### config.mk
export PLATFORM = sky130hd
export DESIGN_NAME = lst_ram
export DESIGN_NICKNAME = d
export VERILOG_FILES = /design/src/rtl/core/lst_ram.sv
export SDC_FILE = /design/constraint.sdc
export NUM_CORES = 2
export LEC_CHECK = 0
export BUFFER_PORTS_ARGS = -buffer_cell sky130_fd_sc_hd__buf_2
export CORE_AREA = 4 4 426 428
export CTS_BUF_LIST = sky130_fd_sc_hd__clkbuf_16
export DETAILED_ROUTE_END_ITERATION = 12
export DIE_AREA = 0 0 430 432
export PLACE_DENSITY = 0.64
export SYNTH_ARGS = -nofsm -noshare
export SYNTH_HDL_FRONTEND = slang
export SYNTH_SLANG_ARGS = --single-unit
### constraint.sdc
create_clock -name clk -period 3.5 [get_ports clk]
set_input_delay 0.7 -clock clk [delete_from_list [all_inputs] [get_ports clk]]
set_output_delay 0.7 -clock clk [all_outputs]
set_load 0.02 [all_outputs]
### src/rtl/core/lst_ram.sv
// ----------------------------------------------------------------------------
// lst_ram
// Generic single-write, single-read RAM with registered read data.
// ----------------------------------------------------------------------------
`default_nettype none

module lst_ram #(
  parameter int WIDTH = 8,
  parameter int DEPTH = 256
) (
  input  wire logic                     clk,
  input  wire logic                     we,
  input  wire logic [$clog2(DEPTH)-1:0] waddr,
  input  wire logic [WIDTH-1:0]         wdata,
  input  wire logic                     re,
  input  wire logic [$clog2(DEPTH)-1:0] raddr,
  output logic      [WIDTH-1:0]         rdata
);

  logic [WIDTH-1:0] mem [DEPTH];

  // write port
  always_ff @(posedge clk) begin
    if (we) begin
      mem[waddr] <= wdata;
    end
  end

  // read port, data holds while no read is issued
  always_ff @(posedge clk) begin
    if (re) begin
      rdata <= mem[raddr];
    end
  end

endmodule

`default_nettype wire

==> results.py <==
metrics = {
    "status": {
        "outcome": "finished clean",
    },
    "synth": {
        "async_sr_flop_fraction_pct": 0,
        "avgSynthCellArea_um2": 21.3,
        "synth_sequential_area_ratio_pct": 77.5,
        "yosys.cell_types.count": 54,
        "post-synth-top-area-fraction_pct": 77.5,
        "mappedNetlistNets": 3760,
        "syn_inst": 3733,
        "synth-edff-count": 2056,
        "netlist_area_um2": 79600,
        "synth_top_cell_by_area": "edfxtp_1",
        "ys_flop_type": "edfxtp_1",
        "synth.ff_latch_count": 2056,
        "ys_top_cells_by_area": "edfxtp_1, mux4_2, mux2i_1",
        "ys.warnings.count": 0,
    },
    "sta": {
        "finalCritPeriodShare_pct": 98.6,
        "rsz0062_at_grt": "false",
        "fin_crit_ps": 3450,
        "transition_time_at_the_pin_with_the_least_slew_margin_ps": 1160,
        "finalSetupViolCount": 0,
        "finalHoldViolations": 0,
        "max_slew_margin_pct": 20.6,
        "slew_violations": 0,
        "worst_clock_skew_ps": 31.4,
        "maxClockFrequency_mhz": 290,
        "setup_total_negative_slack_ps": 0,
    },
    "die": {
        "floorplan.die.height_um": 432,
        "core_region_area_um2": 178000,
        "io-pin-count": 35,
        "starting_density_pct": 44.8,
        "die_w_um": 430,
        "dieArea_um2": 186000,
        "core.rowCount": 155,
    },
    "min_path": {
        "worst_hold_path_type": "input port to flop",
    },
    "clock_network": {
        "htree_num_levels": 4,
        "cts.hold.buffers_added": 0,
        "clock_tree.buffer_depth": 3,
        "tritoncts": "built",
        "worst_skew_pair.late_latency_ps": 820,
        "cts-root-buf": "clkbuf_16",
        "cts_inserted_buffers": 198,
        "numClockSinks": 2056,
        "clk_transition_reported_paths_ps": 60,
        "post_cts_resize_count": 0,
        "cts_setup_buffers": 0,
    },
    "detailed_routing": {
        "dr.first_iter.drc_count": 5143,
        "drc": 0,
        "ant_nets": 0,
        "routed_wire_length_per_instance_um": 29.3,
        "via_per_inst": 5.91,
        "route.final.wire_length_um": 200000,
        "vias": 40300,
        "number_of_detailed_route_iterations_in_the_first_pass": 6,
    },
    "setup_path": {
        "timing.critical_path.max_delay_family": "compound AO/OA/AOI/OAI gates",
        "crit_chain": "buf_8 -> buf_12 -> mux4_2 -> a22o_1 -> a221oi_1 -> buf_4 -> o221ai_1 -> a211oi_1 -> buf_4 -> nor4_1",
        "critPathArrivalTime_ps": 4010,
        "timing.critical_path.slowest_stage_cell": "a211oi_1",
        "critical_path_launch_point_type": "input port",
        "worst-endpoint-required_ps": 4060,
        "criticalPathCategory": "input port to flop",
        "cp_num_buf_inv": 4,
        "crit_fanout": 21,
        "crit_top_cell": "buf_4",
        "slowest_stage_delay_cp_ps": 800,
        "cp-end-kind": "flop",
    },
    "layout": {
        "final_cells": 6820,
        "syn2layout_area_growth_pct": 16.4,
        "finish.instance_area_um2": 92700,
        "layout.cells.most_common": "edfxtp_1",
        "layout.cells.most_common_list": "edfxtp_1, buf_4, mux4_2",
        "design.final.nets": 4325,
        "layout-drive-gt1-share_pct": 30.1,
    },
    "job": {
        "max_cap_violations": 0,
    },
    "place": {
        "globalplace.congestion": 0.827,
        "placement.cell_area_um2": 86400,
        "place.detailed.instances": 6453,
        "io_buffer_count": 34,
        "post-dp-hpwl_um": 127000,
    },
    "grt": {
        "grt_start_max_net_pins": 112,
        "track_usage_pct": 21.6,
        "grt_first_pass_wirelength_um": 289000,
        "grt_remaining_overflow": 0,
        "antenna_found_initial": 12,
        "first_global_vias": 40200,
    },
    "power": {
        "report.power.total_mw": 50.4,
        "peakVddDrop_mv": 0.514,
        "power_leakage_nw": 29.9,
        "power.density_nw_per_um2": 544,
    },
}
==> stage by stage <==
stage                     hold WS, ps  setup WS (ps)  utilization, %
after floorplan                   799            724               -
after global placement           1140           -890            48.6
after detailed placement         1120           -909            48.6
after CTS                         221           4.50            52.1
after global routing              245           19.0            52.1
final                             303           49.2            52.1
==> sequential cells by signal, summed over array words and instances, names as in the netlist <==
signal  count
rdata       8
mem      2048
==> path summary, 6_finish.rpt <==
check        slack, ps  depth (start not counted)  endpoint        from
min                300                          1  rdata[3]          re
max reg2reg        170                          8  rdata[3]  mem[27][3]
max                 50                         10  rdata[3]    raddr[0]
min reg2reg       1160                          7  rdata[5]  mem[33][5]
==> routing by layer <==
| layer | vias to the layer above | global-route usage, % | routed length (um) |
|---|---|---|---|
| li1 | 16800 | - | - |
| met1 | 21300 | 30.4 | 79700 |
| met2 | 1890 | 33.3 | 94500 |
| met3 | 322 | 5.31 | 18700 |
| met4 | 0 | 7.61 | 6870 |
| met5 | - | 0 | 0 |
==> area by class of cell <==
class	count	area, um2
clock buffers	201	5030
multi-input cells	1442	16500
well taps	2355	2950
inverters	2	7.51
clock inverters	163	1230
repair buffers	598	5240
diodes	3	7.51
fillers	13600	85100
flip-flops and latches	2056	61700
==> worst register-to-register path, cell delays in order (launching register included) <==
cell and delay (ps):
edfxtp_1 350, mux4_2 480, a22o_1 260, a221oi_1 430, buf_4 220, o221ai_1 210
a211oi_1 800, buf_4 280, nor4_1 50
==> Yosys cell counts (3+ instances only) <==
| cell | count |
|---|---|
| o211ai_1 | 10 |
| buf_2 | 31 |
| buf_12 | 8 |
| buf_4 | 27 |
| buf_8 | 13 |
| clkbuf_1 | 111 |
| buf_1 | 22 |
| buf_6 | 21 |
| o221ai_1 | 46 |
| nor4_1 | 24 |
| o22ai_1 | 28 |
| o21ai_0 | 10 |
| edfxtp_1 | 2056 |
| and2_1 | 6 |
| a211oi_1 | 16 |
| nor3_1 | 22 |
| a21oi_1 | 96 |
| nor2_1 | 282 |
| nand3_1 | 34 |
| nand2_1 | 33 |
| mux2i_1 | 134 |
| mux4_2 | 454 |
| o22a_1 | 5 |
| or2_2 | 4 |
| a22o_1 | 8 |
| nor2b_1 | 31 |
| a221oi_1 | 13 |
| nor4_2 | 3 |
| a22oi_1 | 133 |
| o32ai_1 | 4 |
| nand4_1 | 10 |
| nand2b_1 | 8 |
==> logic make-up after synthesis <==
family	after synthesis	synth area share (%)
flops	2056	77.5
mux	591	14.6
simple gates	466	2.63
compound gates	385	3.42
buf+inv	235	1.83
==> power by group <==
group | leakage, nW | switching [mW] | internal (mW) | total (mW)
sequential | 18.5 | 0.0343 | 27.2 | 27.2
clock | 3.26 | 9.02 | 11.5 | 20.5
combinational | 8.11 | 1.67 | 1.03 | 2.70
total | 29.9 | 10.7 | 39.7 | 50.4
Power figures use the tool's default switching activity.
