[config.mk]
export PLATFORM = sky130hd
export DESIGN_NAME = lst_seq
export DESIGN_NICKNAME = d
export VERILOG_FILES = /design/src/rtl/core/lst_pkg.sv /design/src/rtl/core/lst_seq.sv
export SDC_FILE = /design/constraint.sdc
export NUM_CORES = 1
export LEC_CHECK = 0
export CORE_UTILIZATION = 55
export DETAILED_ROUTE_END_ITERATION = 16
export DONT_BUFFER_PORTS = 1
export GPL_TIMING_DRIVEN = 0
export PLACE_DENSITY = 0.69
export SYNTH_ARGS = -nofsm -noshare
export SYNTH_HDL_FRONTEND = slang
export SYNTH_SLANG_ARGS = --single-unit
[constraint.sdc]
create_clock -name clk -period 3.5 [get_ports clk]
set_input_delay 0.35 -clock clk [delete_from_list [all_inputs] [get_ports clk]]
set_output_delay 0.35 -clock clk [all_outputs]
set_load 0.03 [all_outputs]
[src/rtl/core/lst_pkg.sv]
// ----------------------------------------------------------------------------
// lst_pkg
// Types, constants and small helpers for the LZW string table.
// ----------------------------------------------------------------------------
`default_nettype none

package lst_pkg;

  // table geometry
  localparam int TABLE_DEPTH = 4096;
  localparam int MAX_STRING  = 64;
  localparam int ADDR_W      = $clog2(TABLE_DEPTH);
  localparam int COUNT_W     = $clog2(TABLE_DEPTH + 1);

  // field widths
  localparam int MODE_W   = 2;
  localparam int CODE_W   = 12;
  localparam int BYTE_W   = 8;
  localparam int LEN_W    = 7;
  localparam int POS_W    = 6;
  localparam int STATUS_W = 2;

  localparam logic [LEN_W-1:0] LEN_LIMIT = LEN_W'(127);
  localparam logic [BYTE_W-1:0] ROOT_FILL = '0;

  // request modes
  localparam logic [MODE_W-1:0] MODE_ADD_ROOT = 2'd0;
  localparam logic [MODE_W-1:0] MODE_EXTEND   = 2'd1;
  localparam logic [MODE_W-1:0] MODE_SET_SFX  = 2'd2;
  localparam logic [MODE_W-1:0] MODE_GET      = 2'd3;

  // result status codes
  localparam logic [STATUS_W-1:0] ST_OK      = 2'd0;
  localparam logic [STATUS_W-1:0] ST_FULL    = 2'd1;
  localparam logic [STATUS_W-1:0] ST_UNKNOWN = 2'd2;
  localparam logic [STATUS_W-1:0] ST_LONG    = 2'd3;

  typedef struct packed {
    logic [MODE_W-1:0] mode;
    logic [CODE_W-1:0] code;
    logic [BYTE_W-1:0] value;
  } req_t;

  typedef struct packed {
    logic [STATUS_W-1:0] status;
    logic [CODE_W-1:0]   new_code;
    logic [BYTE_W-1:0]   data_byte;
    logic [POS_W-1:0]    position;
    logic                last;
  } res_t;

  // one entry of the link memory
  typedef struct packed {
    logic [CODE_W-1:0] prefix;
    logic [LEN_W-1:0]  len;
  } link_t;

  // memory operations issued by the sequencer
  typedef struct packed {
    logic              re;
    logic [ADDR_W-1:0] raddr;
    logic              sfx_we;
    logic              lnk_we;
    logic [ADDR_W-1:0] waddr;
    logic [BYTE_W-1:0] sfx_wdata;
    link_t             lnk_wdata;
  } mem_op_t;

  // sequencer status
  typedef struct packed {
    logic [COUNT_W-1:0] count;
    logic               walking;
  } seq_stat_t;

  typedef enum logic [1:0] {
    S_IDLE,
    S_EXEC,
    S_WALK
  } state_t;

  // code to memory address, extended or truncated
  function automatic logic [ADDR_W-1:0] code_addr(input logic [CODE_W-1:0] c);
    logic [CODE_W+ADDR_W-1:0] w;
    w = {{ADDR_W{1'b0}}, c};
    return w[ADDR_W-1:0];
  endfunction

  // entry count to code field
  function automatic logic [CODE_W-1:0] count_code(input logic [COUNT_W-1:0] n);
    logic [CODE_W+COUNT_W-1:0] w;
    w = {{CODE_W{1'b0}}, n};
    return w[CODE_W-1:0];
  endfunction

  // code already created
  function automatic logic code_known(input logic [CODE_W-1:0] c,
                                      input logic [COUNT_W-1:0] n);
    logic [CODE_W+COUNT_W-1:0] a;
    logic [CODE_W+COUNT_W-1:0] b;
    a = {{COUNT_W{1'b0}}, c};
    b = {{CODE_W{1'b0}}, n};
    return a < b;
  endfunction

  // prefix to address, out-of-range prefix folds to entry zero
  function automatic logic [ADDR_W-1:0] prefix_addr(input logic [CODE_W-1:0] p);
    logic [CODE_W+COUNT_W-1:0] a;
    a = {{COUNT_W{1'b0}}, p};
    if (a >= (CODE_W + COUNT_W)'(TABLE_DEPTH)) begin
      return '0;
    end
    return code_addr(p);
  endfunction

endpackage

`default_nettype wire

[src/rtl/core/lst_seq.sv]
// ----------------------------------------------------------------------------
// lst_seq
// Request sequencer: checks, appends, suffix updates and the prefix-chain walk.
// ----------------------------------------------------------------------------
`default_nettype none

module lst_seq (
  input  wire logic                       clk,
  input  wire logic                       rst,
  input  wire logic                       req_valid,
  output logic                            req_ready,
  input  wire lst_pkg::req_t              req_item,
  input  wire logic                       slot_free,
  output logic                            res_load,
  output lst_pkg::res_t                   res_next,
  output lst_pkg::mem_op_t                mem_op,
  input  wire logic [lst_pkg::BYTE_W-1:0] sfx_rd,
  input  wire lst_pkg::link_t             lnk_rd,
  output lst_pkg::seq_stat_t              stat
);

  import lst_pkg::*;

  state_t             state;
  state_t             state_next;
  req_t               req_q;
  logic [COUNT_W-1:0] count;
  logic [POS_W-1:0]   pos;

  logic               known;
  logic               full;
  logic               too_long;
  logic               append_go;
  logic               walk_start;
  logic               walk_emit;
  logic [LEN_W:0]     len_inc;
  logic [LEN_W-1:0]   len_sat;
  logic [LEN_W-1:0]   len_eff;
  logic [LEN_W-1:0]   len_m1;

  // request checks against the registered request and read data
  assign known    = code_known(req_q.code, count);
  assign full     = (count == COUNT_W'(TABLE_DEPTH));
  assign too_long = (lnk_rd.len > LEN_W'(MAX_STRING));
  assign len_inc  = {1'b0, lnk_rd.len} + (LEN_W + 1)'(1);
  assign len_sat  = (len_inc > {1'b0, LEN_LIMIT}) ? LEN_LIMIT : len_inc[LEN_W-1:0];
  assign len_eff  = (lnk_rd.len == '0) ? LEN_W'(1) : lnk_rd.len;
  assign len_m1   = len_eff - LEN_W'(1);

  // next state
  always_comb begin
    state_next = state;
    case (state)
      S_IDLE: begin
        if (req_valid) begin
          state_next = S_EXEC;
        end
      end
      S_EXEC: begin
        if (req_q.mode == MODE_GET && known && !too_long) begin
          state_next = S_WALK;
        end else if (slot_free) begin
          state_next = S_IDLE;
        end
      end
      S_WALK: begin
        if (slot_free && pos == '0) begin
          state_next = S_IDLE;
        end
      end
      default: state_next = S_IDLE;
    endcase
  end

  // outputs and memory operations
  always_comb begin
    req_ready        = 1'b0;
    res_load         = 1'b0;
    res_next         = '0;
    res_next.last    = 1'b1;
    mem_op           = '0;
    append_go        = 1'b0;
    walk_start       = 1'b0;
    walk_emit        = 1'b0;
    case (state)
      S_IDLE: begin
        req_ready    = 1'b1;
        mem_op.re    = req_valid;
        mem_op.raddr = code_addr(req_item.code);
      end
      S_EXEC: begin
        case (req_q.mode)
          MODE_ADD_ROOT: begin
            res_load = slot_free;
            if (full) begin
              res_next.status = ST_FULL;
            end else begin
              res_next.new_code       = count_code(count);
              append_go               = slot_free;
              mem_op.sfx_we           = slot_free;
              mem_op.lnk_we           = slot_free;
              mem_op.waddr            = count[ADDR_W-1:0];
              mem_op.sfx_wdata        = req_q.value;
              mem_op.lnk_wdata.prefix = '0;
              mem_op.lnk_wdata.len    = LEN_W'(1);
            end
          end
          MODE_EXTEND: begin
            res_load = slot_free;
            if (!known) begin
              res_next.status = ST_UNKNOWN;
            end else if (full) begin
              res_next.status = ST_FULL;
            end else begin
              res_next.new_code       = count_code(count);
              append_go               = slot_free;
              mem_op.sfx_we           = slot_free;
              mem_op.lnk_we           = slot_free;
              mem_op.waddr            = count[ADDR_W-1:0];
              mem_op.sfx_wdata        = ROOT_FILL;
              mem_op.lnk_wdata.prefix = req_q.code;
              mem_op.lnk_wdata.len    = len_sat;
            end
          end
          MODE_SET_SFX: begin
            res_load = slot_free;
            if (!known) begin
              res_next.status = ST_UNKNOWN;
            end else begin
              mem_op.sfx_we    = slot_free;
              mem_op.waddr     = code_addr(req_q.code);
              mem_op.sfx_wdata = req_q.value;
            end
          end
          MODE_GET: begin
            if (!known) begin
              res_load        = slot_free;
              res_next.status = ST_UNKNOWN;
            end else if (too_long) begin
              res_load        = slot_free;
              res_next.status = ST_LONG;
            end else begin
              walk_start = 1'b1;
            end
          end
          default: begin
            res_load = 1'b0;
          end
        endcase
      end
      S_WALK: begin
        // emit the held byte, then fetch the prefix entry
        res_load           = slot_free;
        walk_emit          = slot_free;
        res_next.data_byte = sfx_rd;
        res_next.position  = pos;
        res_next.last      = (pos == '0);
        mem_op.re          = slot_free && (pos != '0);
        mem_op.raddr       = prefix_addr(lnk_rd.prefix);
      end
      default: begin
        req_ready = 1'b0;
      end
    endcase
  end

  // control registers
  always_ff @(posedge clk) begin
    if (rst) begin
      state <= S_IDLE;
      count <= '0;
    end else begin
      state <= state_next;
      if (append_go) begin
        count <= count + COUNT_W'(1);
      end
    end
  end

  // request capture and position counter
  always_ff @(posedge clk) begin
    if (req_valid && req_ready) begin
      req_q <= req_item;
    end
    if (walk_start) begin
      pos <= len_m1[POS_W-1:0];
    end else if (walk_emit) begin
      pos <= pos - POS_W'(1);
    end
  end

  assign stat.count   = count;
  assign stat.walking = (state == S_WALK);

endmodule

`default_nettype wire

==> implementation parameters <==
Parameter                              Value

STA
  Number of pins exceeding their max-slew limit in the final report ... 0
  Worst slew margin relative to its limit ... 35.8%
  Post-route fraction of the period consumed by the critical path ... 98.7%
  Transition at the pin with the smallest max-transition slack ... 0.963 ns
  Worst slack on hold paths ... 0.126 ns
  Max Freq ... 0.289 GHz
  Final hold violation count ... 0
  Final number of setup-violating endpoints ... 0
  Final critical-path required period ... 3.46 ns
  Final-layout setup total negative slack ... 0 ns
  Worst Skew ... 0.0155 ns
  Least setup slack across all paths after layout ... 0.0439 ns

Hold path
  Terminating pin of the worst hold path ... req_q[12]
  WHS Path Cells ... 0
  Startpoint of the lowest-slack hold path ... req_item[12]
  Type of the most critical hold path ... input pin to flip-flop

Floorplanning
  Die width ... 77.6 um
  Area inside the core boundary ... 5510 sq um
  Number of primary I/O pins ... 152
  Starting Density ... 57.1%
  DIE AREA ... 6030 sq um
  Chip Height ... 77.6 um
  Number of core rows ... 27

Worst setup path
  Worst reg-to-reg path cell count ... 15
  Bufs and invs on worst path ... 4
  Reg-to-reg critical path startpoint ... count[4]
  Critical Path Start Type ... flip-flop
  Critical path cell sequence ... inv_1 -> ha_1 -> o21ai_0 -> o21ai_1 -> a41oi_2 -> buf_4 -> a21oi_4 -> clkbuf_4 -> buf_2 -> nor3_1 -> o21a_1
  Element type at the critical path end ... output pin
  Critical-path cell with the highest stage delay ... sky130_fd_sc_hd__dfxtp_2
  Endpoint of the lowest-slack register-to-register path ... pos[4]
  Required @ worst endpoint ... 3.15 ns
  Critical-path maximum fanout ... 10
  Data arrival time of the critical path ... 3.11 ns
  Class of the most critical setup path ... flip-flop to output pin
  Peak per-stage delay on the critical path ... 0.51 ns
  Category of cells accounting for the largest share of critical-path delay ... compound AO/OA/AOI/OAI gates
  Internal reg-to-reg setup slack ... 0.32 ns

Power
  Leakage power total ... 0.00137 uW
  Maximum resistive drop on vdd ... 0.000330 V
  Post-route total power ... 1260 uW
  Pwr dens ... 351 nW/um^2

Routing
  Total via count after detailed routing ... 2762
  ANT nets after route ... 0
  Count of routing violations after the opening detailed-route iteration ... 146
  Number of detailed-route iterations in the first pass ... 4
  Drt total wl ... 8540 um
  Detailed-route vias per instance ... 6.32
  Drt drc ... 0
  Routed length per placed instance ... 19.5 um

Synth
  Summed instance area of the synthesized netlist ... 3150 sq um
  Sequential fraction of the synthesis area ... 36.3%
  Post-synthesis register bit count ... 43
  Fraction of registers with async set/reset ... 0%
  Main flop type after synthesis ... sky130_fd_sc_hd__edfxtp_1
  Synth Net Count ... 427
  Synthesized instance count ... 355
  Average cell area after synthesis ... 8.86 sq um
  Post-synth EDFFs ... 28
  Number of synthesis warnings ... 0
  Post-synthesis cell type count ... 53

Global route
  Vias in the first global route ... 2507
  Met3 GRT Util ... 7.18%
  Pin count of the biggest net entering global routing ... 24
  Global routing met2 resource utilization ... 46.7%
  Busiest metal layer after global routing ... met2
  Global-route total usage across every layer ... 27.9%
  Total global routing overflow ... 0
  Met1 GRT Util ... 35.7%
  Antenna violations before repair ... 0
  Wire length of the first global-routing pass ... 13100 um

CTS
  Number of buffers added by the clock tree synthesis step ... 5
  CTS tree ... built
  Maximum level of the CTS H-tree ... 2
  Sinks on Clock Net ... 43
  Clock latency at the later pin of the worst-skew pair ... 0.31 ns
  Buffer levels on the longest clock path ... 2
  Reg clk slew, reported paths ... 0.10 ns
  Number of hold buffers added after CTS ... 0
  Root Buffer ... sky130_fd_sc_hd__clkbuf_8

Layout
  Nets ... 436
  Share of post-route cells with drive strength above 1 ... 18.6%
  Number of antenna cells inserted ... 0
  Area added between synthesis and finish ... 13.6%

Run status
  Outcome ... finished clean

Job
  Count of max-cap constraint violations ... 0

Placed design
  Worst setup timing slack at the placement stage ... -0.312 ns
  Global placer's final weighted congestion ... 0.897
  Port Buffers ... 0
  Final HPWL from detailed placement ... 6350 um
==> power breakdown <==
group | switching, uW | total (uW) | internal, uW
Sequential | 15.4 | 583 | 567
Combinational | 195 | 266 | 70.3
Clock | 192 | 407 | 215
Total | 403 | 1260 | 853
==> routing by layer <==
| layer | up-vias | routed length (um) |
|---|---|---|
| met5 | - | 0 |
| met1 | 1316 | 3560 |
| met4 | 0 | 112 |
| li1 | 1298 | - |
| met2 | 137 | 4180 |
| met3 | 11 | 685 |
==> area by class of cell <==
type / instances / area, sq um
plain buffers: 19 / 93.8
clock buffers: 5 / 68.8
clock inverters: 3 / 46.3
fillers: 474 / 1930
inverters: 24 / 90.1
multi-input cells: 269 / 2010
flip-flops and latches: 43 / 1160
well taps: 72 / 90.1
repair buffers: 2 / 15.0
==> timing repair <==
action | in CTS | in global routing
buffers inserted | 0 | 2
resized for setup | 38 | 11
setup endpoints to repair | 44 | 41
pin swaps | 1 | 3
==> synthesized netlist by cell type (all sizes together) (4+ instances only) <==
master	n	area [sq um]
clkbuf	11	41.3
or4	5	37.5
edfxtp	28	841
mux2	7	78.8
dfxtp	15	300
nor2	34	128
nor3	27	145
or3	4	30.0
a21o	10	75.1
and3	5	31.3
nand4	5	31.3
nand2	16	62.6
o21ai	11	55.1
and2	33	206
xnor2	8	70.1
o21a	6	45.0
o31ai	4	30.0
a22o	12	105
a21oi	18	93.8
ha	19	238
nand3	8	40.0
mux2i	4	40.0
inv	24	90.1
nor4	4	25.0
a211oi	5	42.5
buf	8	43.8
==> per-stage QoR <==
step / cells / util, % / cell area (sq um)
after CTS: 435 / 63.7 / 3510
after floorplan: 355 / - / 3150
after detailed placement: 427 / 58.9 / 3240
after global placement: 427 / 58.8 / 3240
after global routing: 437 / 64.9 / 3570
final: 437 / 64.9 / 3570
==> worst reg2reg max path, delay by kind of cell, from the launching register on <==
| family | cells | cell delay (ns) |
|---|---|---|
| buffers and inverters | 4 | 0.62 |
| adders and majority gates | 2 | 0.60 |
| AOI/OAI and AO/OA | 4 | 0.54 |
| DFF | 1 | 0.49 |
| and+or+nand+nor | 3 | 0.33 |
| muxes | 1 | 0.25 |
| xor gates and xnor gates | 1 | 0.12 |
==> cells in the final DEF, fill, tap and decap left out, types with 2 or more instances in the layout <==
| cell | n |
|---|---|
| sky130_fd_sc_hd__nor2_1 | 33 |
| sky130_fd_sc_hd__and2_1 | 33 |
| sky130_fd_sc_hd__edfxtp_1 | 28 |
| sky130_fd_sc_hd__inv_1 | 24 |
| sky130_fd_sc_hd__ha_1 | 19 |
| sky130_fd_sc_hd__a21oi_1 | 17 |
| sky130_fd_sc_hd__nand2_1 | 15 |
| sky130_fd_sc_hd__a22o_1 | 12 |
| sky130_fd_sc_hd__dfxtp_2 | 12 |
| sky130_fd_sc_hd__nor3_1 | 11 |
| sky130_fd_sc_hd__nor3_4 | 11 |
| sky130_fd_sc_hd__a21o_1 | 10 |
| sky130_fd_sc_hd__clkbuf_1 | 9 |
| sky130_fd_sc_hd__o21ai_0 | 8 |
| sky130_fd_sc_hd__nand3_1 | 8 |
| sky130_fd_sc_hd__xnor2_1 | 8 |
| sky130_fd_sc_hd__mux2_2 | 7 |
| sky130_fd_sc_hd__nor3_2 | 5 |
| sky130_fd_sc_hd__buf_2 | 5 |
| sky130_fd_sc_hd__o21a_1 | 5 |
| sky130_fd_sc_hd__nand4_1 | 5 |
| sky130_fd_sc_hd__and3_1 | 5 |
| sky130_fd_sc_hd__or4_1 | 5 |
| sky130_fd_sc_hd__clkbuf_8 | 5 |
| sky130_fd_sc_hd__nor4_1 | 4 |
| sky130_fd_sc_hd__buf_4 | 4 |
| sky130_fd_sc_hd__mux2i_1 | 4 |
| sky130_fd_sc_hd__o31ai_1 | 4 |
| sky130_fd_sc_hd__a211oi_1 | 3 |
| sky130_fd_sc_hd__nand2b_1 | 3 |
| sky130_fd_sc_hd__nor4b_1 | 3 |
| sky130_fd_sc_hd__or3_1 | 3 |
| sky130_fd_sc_hd__dfxtp_1 | 3 |
| sky130_fd_sc_hd__o21ai_1 | 2 |
| sky130_fd_sc_hd__a211oi_2 | 2 |
| sky130_fd_sc_hd__clkbuf_4 | 2 |
| sky130_fd_sc_hd__o31a_1 | 2 |
==> worst max path at each step <==
stage	endpoint	from	slack, ns	depth (start not counted)
final	mem_op[38]	count[2]	0.04	11
after floorplan	mem_op[30]	count[4]	0.17	9
after global routing	mem_op[38]	count[1]	-0.06	11
after CTS	mem_op[29]	count[4]	-0.05	9
after detailed placement	mem_op[32]	count[10]	-0.31	9
after global placement	mem_op[35]	count[4]	-0.28	9
==> cell families after synthesis <==
kind of cell | after synthesis | synth area share [%]
AOI/OAI and AO/OA | 76 | 17.4
xor gates and xnor gates | 9 | 2.51
adders and majority gates | 19 | 7.56
buffers and inverters | 43 | 5.57
DFF | 43 | 36.3
muxes | 11 | 3.78
and+or+nand+nor | 154 | 26.9
==> sequential cells by signal (all words and copies together), names as in the netlist <==
| signal | flops |
|---|---|
| count | 13 |
| state | 2 |
| pos | 6 |
| req_q | 22 |
Note: power is estimated with default switching activity, not from simulation.
